--- config.mk ---
export PLATFORM = sky130hd
export DESIGN_NAME = lrl_ram
export DESIGN_NICKNAME = d
export VERILOG_FILES = /design/src/hdl/lrl_ram.sv
export SDC_FILE = /design/constraint.sdc
export NUM_CORES = 1
export LEC_CHECK = 0
export ABC_CLOCK_PERIOD_IN_PS = 2100
export BUFFER_PORTS_ARGS = -buffer_cell sky130_fd_sc_hd__buf_2
export CAP_MARGIN = 40
export CELL_PAD_IN_SITES_DETAIL_PLACEMENT = 0
export CELL_PAD_IN_SITES_GLOBAL_PLACEMENT = 1
export CORE_MARGIN = 4
export CORE_UTILIZATION = 55
export CTS_BUF_LIST = sky130_fd_sc_hd__clkbuf_4
export CTS_CLUSTER_DIAMETER = 40
export DETAILED_ROUTE_END_ITERATION = 8
export PLACE_DENSITY = 0.86
export SYNTH_ARGS = -nofsm -noshare
export SYNTH_HDL_FRONTEND = slang
export SYNTH_SLANG_ARGS = --single-unit
--- constraint.sdc ---
create_clock -name clk -period 2.1 [get_ports clk]
set_input_delay 0 -clock clk [delete_from_list [all_inputs] [get_ports clk]]
set_output_delay 0 -clock clk [all_outputs]
set_load 0.02 [all_outputs]
--- src/hdl/lrl_ram.sv ---
// Generic single-port RAM with registered read data.
// No dependencies.
module lrl_ram #(
	parameter int WIDTH = 8,
	parameter int DEPTH = 16,
	parameter int AW    = (DEPTH > 1) ? $clog2(DEPTH) : 1
) (
	input  logic             clk,
	input  logic             we,
	input  logic [AW-1:0]    addr,
	input  logic [WIDTH-1:0] wdata,
	output logic [WIDTH-1:0] rdata
);

	logic [WIDTH-1:0] mem_q [DEPTH];

	// Write and registered read
	always_ff @(posedge clk) begin
		if (we) begin
			mem_q[addr] <= wdata;
		end
		rdata <= mem_q[addr];
	end

endmodule

[Word level (Yosys, flattened, before mapping)]
Memory sizes are Yosys's and may differ from the RTL's. A register that Yosys moved wholly into a read port is not among the register bits.
Cells that the tools add are included.
Word-level totals
  output and inout bits: 8
  register bits: 0
  bits of input ports: 14
  bits in writable memories: 128
  memories: 1
Cells by class
  muxes and demuxes: 2
Memories
  mem_q: depth 16, bits a word 8, read ports 1, clocked after memory_dff 1, wr ports 1, line 15  | logic [WIDTH-1:0] mem_q [DEPTH];
Operators with widths (count)
  two-way mux 1 bit: 2

[Depth between registers and ports, before layout]
  depth after elaboration: 2
  gate-level depth with buffers: 5
  mapped depth without buffers: 3

[Least setup slack after synthesis]
Ideal clock, no wire load.
  path kind: input -> register
  start: input addr[2]
  end: memory mem_q[0][0] (enable)
  buffers on the path: 0
  library setup time: 0.383 ns
  stages: 2
  arrival: 1.110 ns
  data required time: 1.717 ns
  slack: 0.607 ns
  cells stage by stage: or3b_2 > nor3_1
RTL lines
  from (decl): line 10  | input logic [AW-1:0] addr,
  to (decl): line 15
No word-level cell before the write port.

[Final worst setup path]
  start: input addr[0]
  end: memory mem_q[9][5] (enable)
No word-level cell before the write port.

==> impl_metrics.py <==
metrics = {
    "sta": {
        "worst_slack_ns": 0.479,
        "finalSetupTns_ns": 0,
        "hold_violations": 0,
        "rsz0062_at_grt": "false",
        "clock_skew_ns": 0.0162,
        "drv_slew": 0,
        "tightest_slew_ns": 0.896,
        "fmax_mhz": 617,
        "final.min_clock_period_ns": 1.62,
        "setup_viol": 0,
        "finalCritPeriodShare_pct": 77.2,
        "relSlewSlack_pct": 40.0,
    },
    "cts": {
        "clock-root-buffer": "clkbuf_4",
        "cts_setup_buffers": 0,
        "cts_tree": "built",
        "cts_sinks": 136,
        "clk_pin_slew_ns": 0.12,
        "cts_buffer_depth": 2,
        "clock_latency_ns": 0.50,
        "numCtsBuffers": 17,
        "htree_levels": 4,
    },
    "layout": {
        "area_delta_synth_final_pct": 13.4,
        "antenna_cells": 0,
        "fin_cells": 409,
        "drive_gt1_share_pct": 34.9,
        "final_cell_mix": "edfxtp_1, mux4_2, buf_2",
        "layout_commonest_cell": "edfxtp_1",
        "nNetsFinal": 302,
    },
    "drt": {
        "wl_per_cell_microns": 22.3,
        "wl_met2_mm": 4.94,
        "drc": 0,
        "met3_length_microns": 465,
        "vias": 2393,
        "initialDrtViolationCount": 195,
        "wl_met1_mm": 3.65,
        "dr.pass1.iters": 4,
        "wirelength_mm": 9.12,
        "ant_nets": 0,
        "dr.max_layer_used": "met4",
        "vias_per_cell": 5.85,
    },
    "global_route": {
        "antenna_found_initial": 0,
        "grt_pass1_vias": 2579,
        "grt_usage_pct": 18.6,
        "grt_first_pass_wirelength_mm": 14.6,
        "grt_overflow_total": 0,
        "grt_max_degree": 18,
    },
    "die": {
        "die_area_sq_mm": 0.0108,
        "die_x_microns": 104,
        "initial_core_util_pct": 57.3,
        "boundaryPins": 22,
        "dieHeight_microns": 104,
        "design.core.area_sq_mm": 0.00885,
        "placementRows": 34,
    },
    "status": {
        "status": "complete, no violations",
    },
    "setup_path": {
        "cp_data_arrival_time_ns": 1.76,
        "r2r_end": "rdata[5]",
        "r2r_cells": 3,
        "cpPeakStageDelay_ns": 0.71,
        "r2r_slack_ns": 0.68,
        "crit_path_end": "mem_q[9][5]",
        "cp_num_cells": 5,
        "start_kind": "primary input",
        "r2r-start": "mem_q[2][5]",
        "crit_buf_inv": 3,
        "crit_required_ns": 2.24,
        "path_class": "primary input to flop",
        "cp_slowest_cell": "nor2_1",
        "path_cells": "dlygate4sd3_1 -> buf_2 -> buf_4 -> nand2b_1 -> nor2_1",
        "cp-startpoint": "addr[0]",
        "cp_top_family": "buffers and inverters",
        "cp_max_fo": 10,
        "end_kind": "flop",
    },
    "yosys": {
        "syn_nets": 244,
        "syn_area_per_cell_sq_um": 22.0,
        "yosysTopAreaCell": "edfxtp_1",
        "synth_cells": 230,
        "seq_area_frac_synth_pct": 79.0,
        "synth_warnings": 0,
        "synth_cell_types": 18,
        "ys_ff_latch": 136,
        "post_synth_instance_area_sq_mm": 0.00507,
        "yosysTopAreaCellShare_pct": 75.9,
        "yosys-top-cells-area": "edfxtp_1, mux4_2, dfxtp_1, a22oi_1, nor2_1",
    },
    "power": {
        "p_per_area_mw_per_mm2": 850,
        "combPwrFrac_pct": 6.4,
        "switching_share_pct": 24.8,
        "internal-power_w": 0.00367,
        "p_sw_w": 0.00121,
        "peakVddDrop_mv": 0.458,
        "p_leak_nw": 1.90,
        "p_clk_share_pct": 31.3,
        "p_seq_share_pct": 62.4,
    },
    "placement": {
        "routabilityCongestion": 0.784,
        "place_hpwl_mm": 5.98,
        "io_buffers": 21,
        "dp.cells": 367,
        "preCtsSetupSlack_ns": 0.519,
    },
    "hold_path": {
        "hold_class": "primary input to flop",
    },
    "flow_run": {
        "cap_violations": 0,
    },
}
metrics by stage:
step / cell area, sq um / utilization [%] / power [W] / hold WS [ns]
after floorplan: 5070 / - / 0.00328 / 0.0989
after CTS: 5740 / 64.9 / 0.00493 / 0.0496
after detailed placement: 5390 / 60.9 / 0.00341 / 0.408
after global placement: 5380 / 60.8 / 0.00340 / 0.407
after global routing: 5740 / 64.9 / 0.00511 / 0.0627
final: 5740 / 64.9 / 0.00488 / 0.0985
worst min-delay path by stage:
stage | cells past startpoint | start | to
finish | 4 | addr[1] | rdata[0]
global route | 4 | addr[1] | rdata[0]
CTS | 4 | addr[1] | rdata[0]
detailed placement | 2 | addr[0] | mem_q[12][4]
global placement | 1 | wdata[5] | mem_q[0][5]
floorplan | 0 | wdata[0] | mem_q[0][0]
flip-flops by register name, summed over array words and instances (netlist names):
| name | count |
|---|---|
| mem_q | 128 |
| rdata | 8 |
cell usage after synthesis, drive strengths merged:
master / number
edfxtp: 128
mux4: 32
a22oi: 16
nor2: 13
nand2: 9
buf: 8
dfxtp: 8
nor3: 4
clkbuf: 3
nand2b: 2
nand3b: 2
nor2b: 2
and2: 1
nand3: 1
or3b: 1
worst min-delay path, cell delays in order:
cell and delay, ns:
buf_2 0.20, mux4_2 0.25, a22oi_1 0.06, nand2_1 0.07
layer usage:
metal / vias up / global-route usage, %
li1: 1082 / -
met1: 1231 / 24.0
met2: 76 / 30.7
met3: 4 / 5.09
met4: 0 / 6.27
met5: - / 0
layout make-up:
type	count	area (sq um)
Timing Repair Buffer	50	345
Sequential cell	136	4000
Clock buffer	17	128
Clock inverter	15	129
Fill cell	604	3100
Multi-Input combinational cell	83	1000
Tap cell	108	135
what timing repair did:
item / CTS / global route
hold buffers: 10 / 0
resized for setup: 0 / 0
endpoints found under the setup margin: 0 / 0
hold endpoints to repair: 129 / 0
power by group through the flow:
| stage | Clock, W | Sequential [W] | Combinational (W) |
|---|---|---|---|
| floorplan | 0 | 0.00313 | 0.000156 |
| global placement | 0 | 0.00310 | 0.000294 |
| detailed placement | 0 | 0.00311 | 0.000302 |
| CTS | 0.00157 | 0.00305 | 0.000315 |
| global route | 0.00172 | 0.00305 | 0.000337 |
| finish | 0.00153 | 0.00304 | 0.000310 |
cells by family (layout without fill, tap and decap cells):
logic type	count (synthesis)	count (layout)	synth area share [%]
muxes	32	32	14.2
DFF	136	136	79.0
buffers and inverters	11	82	1.19
and+or+nand+nor	35	35	3.21
AOI/OAI and AO/OA	16	16	2.37
Note: power is estimated with default switching activity, not from simulation.
