## config.mk

```make
export PLATFORM = sky130hd
export DESIGN_NAME = lrl_match
export DESIGN_NICKNAME = d
export VERILOG_FILES = /design/src/hdl/lrl_pkg.sv /design/src/hdl/lrl_match.sv
export SDC_FILE = /design/constraint.sdc
export NUM_CORES = 1
export LEC_CHECK = 0
export ABC_AREA = 0
export BUFFER_PORTS_ARGS = -buffer_cell sky130_fd_sc_hd__buf_2
export CELL_PAD_IN_SITES_DETAIL_PLACEMENT = 1
export CELL_PAD_IN_SITES_GLOBAL_PLACEMENT = 2
export CORE_MARGIN = 2
export CORE_UTILIZATION = 22
export CTS_BUF_LIST = sky130_fd_sc_hd__clkbuf_2
export DETAILED_ROUTE_END_ITERATION = 10
export PLACE_DENSITY_LB_ADDON = 0.2
export SYNTH_ARGS = -nofsm -noshare
export SYNTH_HDL_FRONTEND = slang
export SYNTH_SLANG_ARGS = --single-unit
export TNS_END_PERCENT = 30
```

## constraint.sdc

```tcl
create_clock -name clk -period 2.3 [get_ports clk]
set_clock_uncertainty 0.05 [all_clocks]
set_input_delay 0.46 -clock clk [delete_from_list [all_inputs] [get_ports clk]]
set_output_delay 0.46 -clock clk [all_outputs]
set_load 0.02 [all_outputs]
```

## src/hdl/lrl_pkg.sv

```systemverilog
// Shared types, constants and helper functions for the LPM route lookup block.
// No dependencies; the other files that use it refer to it by scoped names.
package lrl_pkg;

	// Table geometry
	localparam int ROUTE_ENTRIES = 64;
	localparam int IDX_W = (ROUTE_ENTRIES > 1) ? $clog2(ROUTE_ENTRIES) : 1;
	localparam int CNT_W = $clog2(ROUTE_ENTRIES + 1);

	// Command codes
	typedef enum logic {
		CMD_INSERT  = 1'b0,
		CMD_FORWARD = 1'b1
	} cmd_t;

	// Result status codes
	typedef enum logic [2:0] {
		ST_FORWARDED = 3'd0,
		ST_EXPIRED   = 3'd1,
		ST_NO_ROUTE  = 3'd2,
		ST_INSERTED  = 3'd3,
		ST_FULL      = 3'd4
	} status_t;

	// Input word
	typedef struct packed {
		cmd_t        command;
		logic [31:0] dest_addr;
		logic [7:0]  ttl_in;
		logic [31:0] route_network;
		logic [31:0] route_mask;
		logic [31:0] route_hop;
	} in_word_t;

	// Result word
	typedef struct packed {
		status_t     status;
		logic [7:0]  ttl_out;
		logic [31:0] hop_addr;
		logic [5:0]  prefix_len;
		logic [5:0]  entry_index;
	} out_word_t;

	// One stored route
	typedef struct packed {
		logic [31:0] net;
		logic [31:0] mask;
		logic [31:0] hop;
		logic [5:0]  plen;
	} route_ent_t;

	localparam int ENT_W = $bits(route_ent_t);

	// Best match so far, kept by the compare unit
	typedef struct packed {
		logic             found;
		logic [5:0]       plen;
		logic [IDX_W-1:0] idx;
		logic [31:0]      hop;
	} best_t;

	// Prefix length of a mask: number of set bits
	function automatic logic [5:0] ones_in(input logic [31:0] v);
		logic [5:0] n;
		n = '0;
		for (int b = 0; b < 32; b++) begin
			n = n + {5'd0, v[b]};
		end
		return n;
	endfunction

	// Table index folded into the 6-bit result field (modulo 64)
	function automatic logic [5:0] idx_field(input logic [IDX_W-1:0] idx);
		logic [IDX_W+5:0] wide;
		wide = {6'd0, idx};
		return wide[5:0];
	endfunction

endpackage

```

## src/hdl/lrl_match.sv

```systemverilog
// Shared compare unit: tests one table entry per cycle against the destination
// and keeps the longest-prefix hit seen so far. Depends on lrl_pkg.
module lrl_match (
	input  logic                      clk,
	input  logic                      arst_n,
	input  logic                      clr,
	input  logic                      vld,
	input  logic [31:0]               dest,
	input  lrl_pkg::route_ent_t       ent,
	input  logic [lrl_pkg::IDX_W-1:0] idx,
	output lrl_pkg::best_t            best
);

	lrl_pkg::best_t best_q;
	logic           hit;
	logic           better;

	// Exact masked compare, then strictly longer prefix (first hit always wins)
	assign hit    = ((dest & ent.mask) == ent.net);
	assign better = !best_q.found || (ent.plen > best_q.plen);

	always_ff @(posedge clk or negedge arst_n) begin
		if (!arst_n) begin
			best_q <= '0;
		end else if (clr) begin
			best_q <= '0;
		end else if (vld && hit && better) begin
			best_q <= '{found: 1'b1, plen: ent.plen, idx: idx, hop: ent.hop};
		end
	end

	assign best = best_q;

endmodule

```

; Yosys cells after proc, flatten, opt, wreduce, memory -nomap -nowiden
; Cells that the tools add are included.
[totals]
ff_bits = 45
[op_classes]
order_cmp = 1
n_eq_ne = 1
muxes = 2
bitwise_logic = 1
n_reduce_logical = 5
[op_table]
columns = op, count
row1 = 45-bit 2-to-1 mux, 2
row2 = 32-bit AND, 1
row3 = 32-bit equality test, 1
row4 = 6-bit greater-than comparator, 1
row5 = 1-bit logical AND, 2
row6 = 2-bit nonzero test, 1
row7 = 1-bit zero test, 1
row8 = 1-bit logical OR, 1

; Longest topological paths before layout
[logic_depth]
depth_word = 6
ltp_mapped = 10

; Least setup slack after synthesis
; OpenSTA, ideal clock, no wires.
[synth_path]
kind = register -> register
from = register best_q (netlist bit best[39])
to = register best_q (netlist bit best[30])
setup_time_ns = 0.078
t_arrival_ns = 1.939
required_ns = 2.172
slack_ns = 0.233
path_stages_with_launch = 10
path_buffers = 1
period_less_slack_ns = 2.067
path_cell_list = dfrtp_1 > inv_1 > ha_1 > nor2b_1 > o21ai_0 > a21oi_1 > o221ai_2 > clkbuf_1 > o21ai_0 > a21oi_1
[synth_between]
elab_chain_cells = 4
[synth_rtl]
columns = element, line
row1 = start: declaration, lrl_match.sv:14  ; lrl_pkg::best_t best_q;
row2 = start signal: assignment, lrl_match.sv:28  ; best_q <= '{found: 1'b1, plen: ent.plen, idx: idx, hop: ent.hop};
row3 = 6-bit greater-than comparator, lrl_match.sv:20  ; assign better = !best_q.found || (ent.plen > best_q.plen);
row4 = 1-bit logical OR, lrl_match.sv:20
row5 = 1-bit logical AND, lrl_match.sv:27  ; end else if (vld && hit && better) begin
row6 = 2-bit nonzero test (no line), --
; Every way passes these cells.
; A chain may end at the register's enable or synchronous reset.

; Worst setup path after layout
[layout_path]
from = register best_q (netlist bit best[39])
to = register best_q (netlist bit best[15])
; Same word-level chain as after synthesis.

==> impl_metrics.toml <==
[routing]
drt_first_pass_iters = 4
wire_per_inst_um = 16.1
drc = 0
ant_nets = 0
viasPerCell = 4.91
vias = 3278
finalWirelength_um = 10800
drt_iter0_drc = 122

[setup_path]
critical_path.most_common_cell = "o21ai_0"
cp.arrival_ns = 2.40
critPathCaptureType = "flip-flop"
r2r_start = "best[39]"
cp_cell_sequence = "inv_1 > ha_1 > nor2b_1 > o21ai_0 > a21oi_2 > o221ai_4 > buf_4 > o21ai_0 > a21oi_1"
cpMaxStageDelayCell = "dfrtp_1"
rr_endpoint = "best[15]"
cp-start-kind = "flip-flop"
rrSetupSlack_ns = 0.20
critPathKind = "flip-flop to flip-flop"
worstPathRequired_ns = 2.60
r2r_cells = 9
critPathMaxStageDelay_ns = 0.43
crit_path_max_fanout = 20

[placement]
post-place-ws_ns = 0.0357
dp_hpwl_um = 8170
io_buffers = 188
gp_congestion = 0.712

[cts]
cts_tree = "yes"
cts_max_path_buffers = 2
post-cts-setup-buffer-count = 0
clock-sinks = 45
clock_latency_ns = 0.41
clk_pin_slew_ns = 0.28
cts_root_buffer = "clkbuf_2"
cts-buffers-inserted = 5
cts_htree_levels = 2

[grt]
grt_max_degree = 46
grt_util_met2_pct = 29.8
grt_pass1_vias = 3438
overflow = 0
antenna_found_initial = 0
grt.busiest_layer = "met2"
grt_pass1_wl_um = 16500
use_met3_pct = 3.89
grtUsageMet1_pct = 16.8
track_usage_pct = 15.4

[power]
p_leak_uw = 0.00205
power_density_mw_per_mm2 = 375
vdd_ir_drop_max_uv = 170

[die]
io_pins = 189
die_h_um = 116
die_area_mm2 = 0.0135
die_w_um = 116
initial_core_util_pct = 22.8
core_area_mm2 = 0.0122
rows = 40

[synthesis]
yosysSeqAreaShare_pct = 40.6
synth_area_per_cell_um2 = 8.74
synth_seq_cells = 45
synthDistinctLibCells = 33
syn_nets = 467
synthCells = 317
synth_area_mm2 = 0.00277
ys_warn_count = 0

[cells_and_area]
fin_nets = 647
drive_above_1_share_pct = 43.0
largest_reg_flops = 45
area_growth_pct = 46.3

[sta]
period_share_pct = 91.2
worst_slew_pin_slew_ns = 0.602
max-slew-margin-rel_pct = 59.9
max_freq_ghz = 0.477
maxSlewViolCount = 0
finalHoldViolCount = 0
fin_crit_ns = 2.10
setup-tns-final_ns = 0
rsz0062_at_grt = "false"
layout_setup_ws_ns = 0.202
setup_viol = 0

[hold_path]
hold_class = "primary input to flip-flop"
hold-path-endpoint = "best[27]"
hold_path_depth = 3
min-delay-start = "ent[33]"

[job]
maxCapViolations = 0

[outcome]
status = "completed"
## layer usage
layer | wire length (um) | vias up | part of all wire [%]
li1 | - | 1571 | -
met1 | 4180 | 1579 | 39
met2 | 5660 | 122 | 53
met3 | 809 | 6 | 7.5
met4 | 119 | 0 | 1.1
met5 | 0 | - | 0
## worst max path at each step
stage | startpoint | to | slack, ns | cells past startpoint
after floorplan | best[39] | best[30] | 0.23 | 9
after global placement | ent[1] | best[15] | 0.11 | 9
after detailed placement | ent[1] | best[14] | 0.04 | 9
after CTS | best[39] | best[5] | 0.15 | 9
after global routing | best[39] | best[14] | 0.01 | 9
final | best[39] | best[15] | 0.20 | 9
## per-stage QoR
step,power (uW),utilization (%),hold WS (ns),cells,area (um^2)
finish,1520,33.3,0.198,667,4050
global route,1610,33.3,0.136,666,4050
CTS,1560,33.3,0.149,666,4050
detailed placement,1060,32.6,0.460,657,3970
global placement,1060,32.6,0.451,657,3970
floorplan,883,-,0.114,317,2770
## cell usage in the layout (no fill, tap or decap), drive strengths merged, types with 7 or more instances in the layout
cell type  count
nand4         46
inv            7
o21ai         46
a21oi         61
and3b          7
dfrtp         45
and3          16
a21boi         7
buf          200
## Yosys cell counts
cell       n  area [um^2]
a211oi_1   5         37.5
a21boi_0   7         52.6
a21o_1     6         45.0
a21oi_1   61          305
and2_1     1         6.26
and3_1    16          100
and3b_1    7         61.3
and4b_1    3         30.0
buf_1      1         3.75
buf_2      5         25.0
buf_4      5         37.5
buf_6      5         56.3
clkbuf_1  10         37.5
clkbuf_2   2         10.0
dfrtp_1   45         1130
ha_1       6         75.1
inv_1      7         26.3
nand2_1    6         22.5
nand3_1    6         30.0
nand3b_1   1         7.51
nand4_1   45          282
nand4_2    1         12.5
nor2_1     2         7.51
nor2b_1    1         6.26
nor3_1     1         5.00
nor4_1     2         12.5
o21ai_0   28          140
o21ai_1   18         90.1
o21ba_2    1         10.0
o221ai_2   1         15.0
o22a_1     3         26.3
o22ai_1    4         25.0
xnor2_1    5         43.8
## timing repair
action | 4_1_cts | 5_1_grt
setup endpoints to repair | 0 | 5
resized for setup | 0 | 1
hold buffers | 1 | 0
endpoints found under the hold margin | 22 | 0
## power breakdown
group	switching, uW	internal, uW
sequential	0.0000000402	793
clock	283	191
combinational	116	137
total	399	1120
## worst max-delay path, delay by kind of cell, from the launching register on
kind                       cells  cell delay, ns
AOI/OAI and AO/OA              5            0.81
adders and majority gates      1            0.28
buffers and inverters          2            0.35
DFF                            1            0.43
and+or+nand+nor                1            0.14
## logic make-up (layout without fill, tap and decap cells)
logic type / Yosys count / in the layout / synth area share (%)
AOI/OAI and AO/OA: 134 / 134 / 27.0
xor gates and xnor gates: 5 / 5 / 1.58
adders and majority gates: 6 / 6 / 2.71
buffers and inverters: 35 / 216 / 7.09
DFF: 45 / 45 / 40.6
other: 0 / 1 / 0
and+or+nand+nor: 92 / 92 / 21.0
## cell type report
cell class / instances / area, um^2
sequential: 45 / 1130
inverter: 7 / 26.3
multi-input combinational: 237 / 1470
tap: 168 / 210
fill: 1483 / 8110
timing repair buffer: 201 / 1150
clock buffer: 6 / 30.0
clock inverter: 2 / 38.8
antenna: 1 / 2.50
No activity file was read; power rests on OpenSTA's default activity.
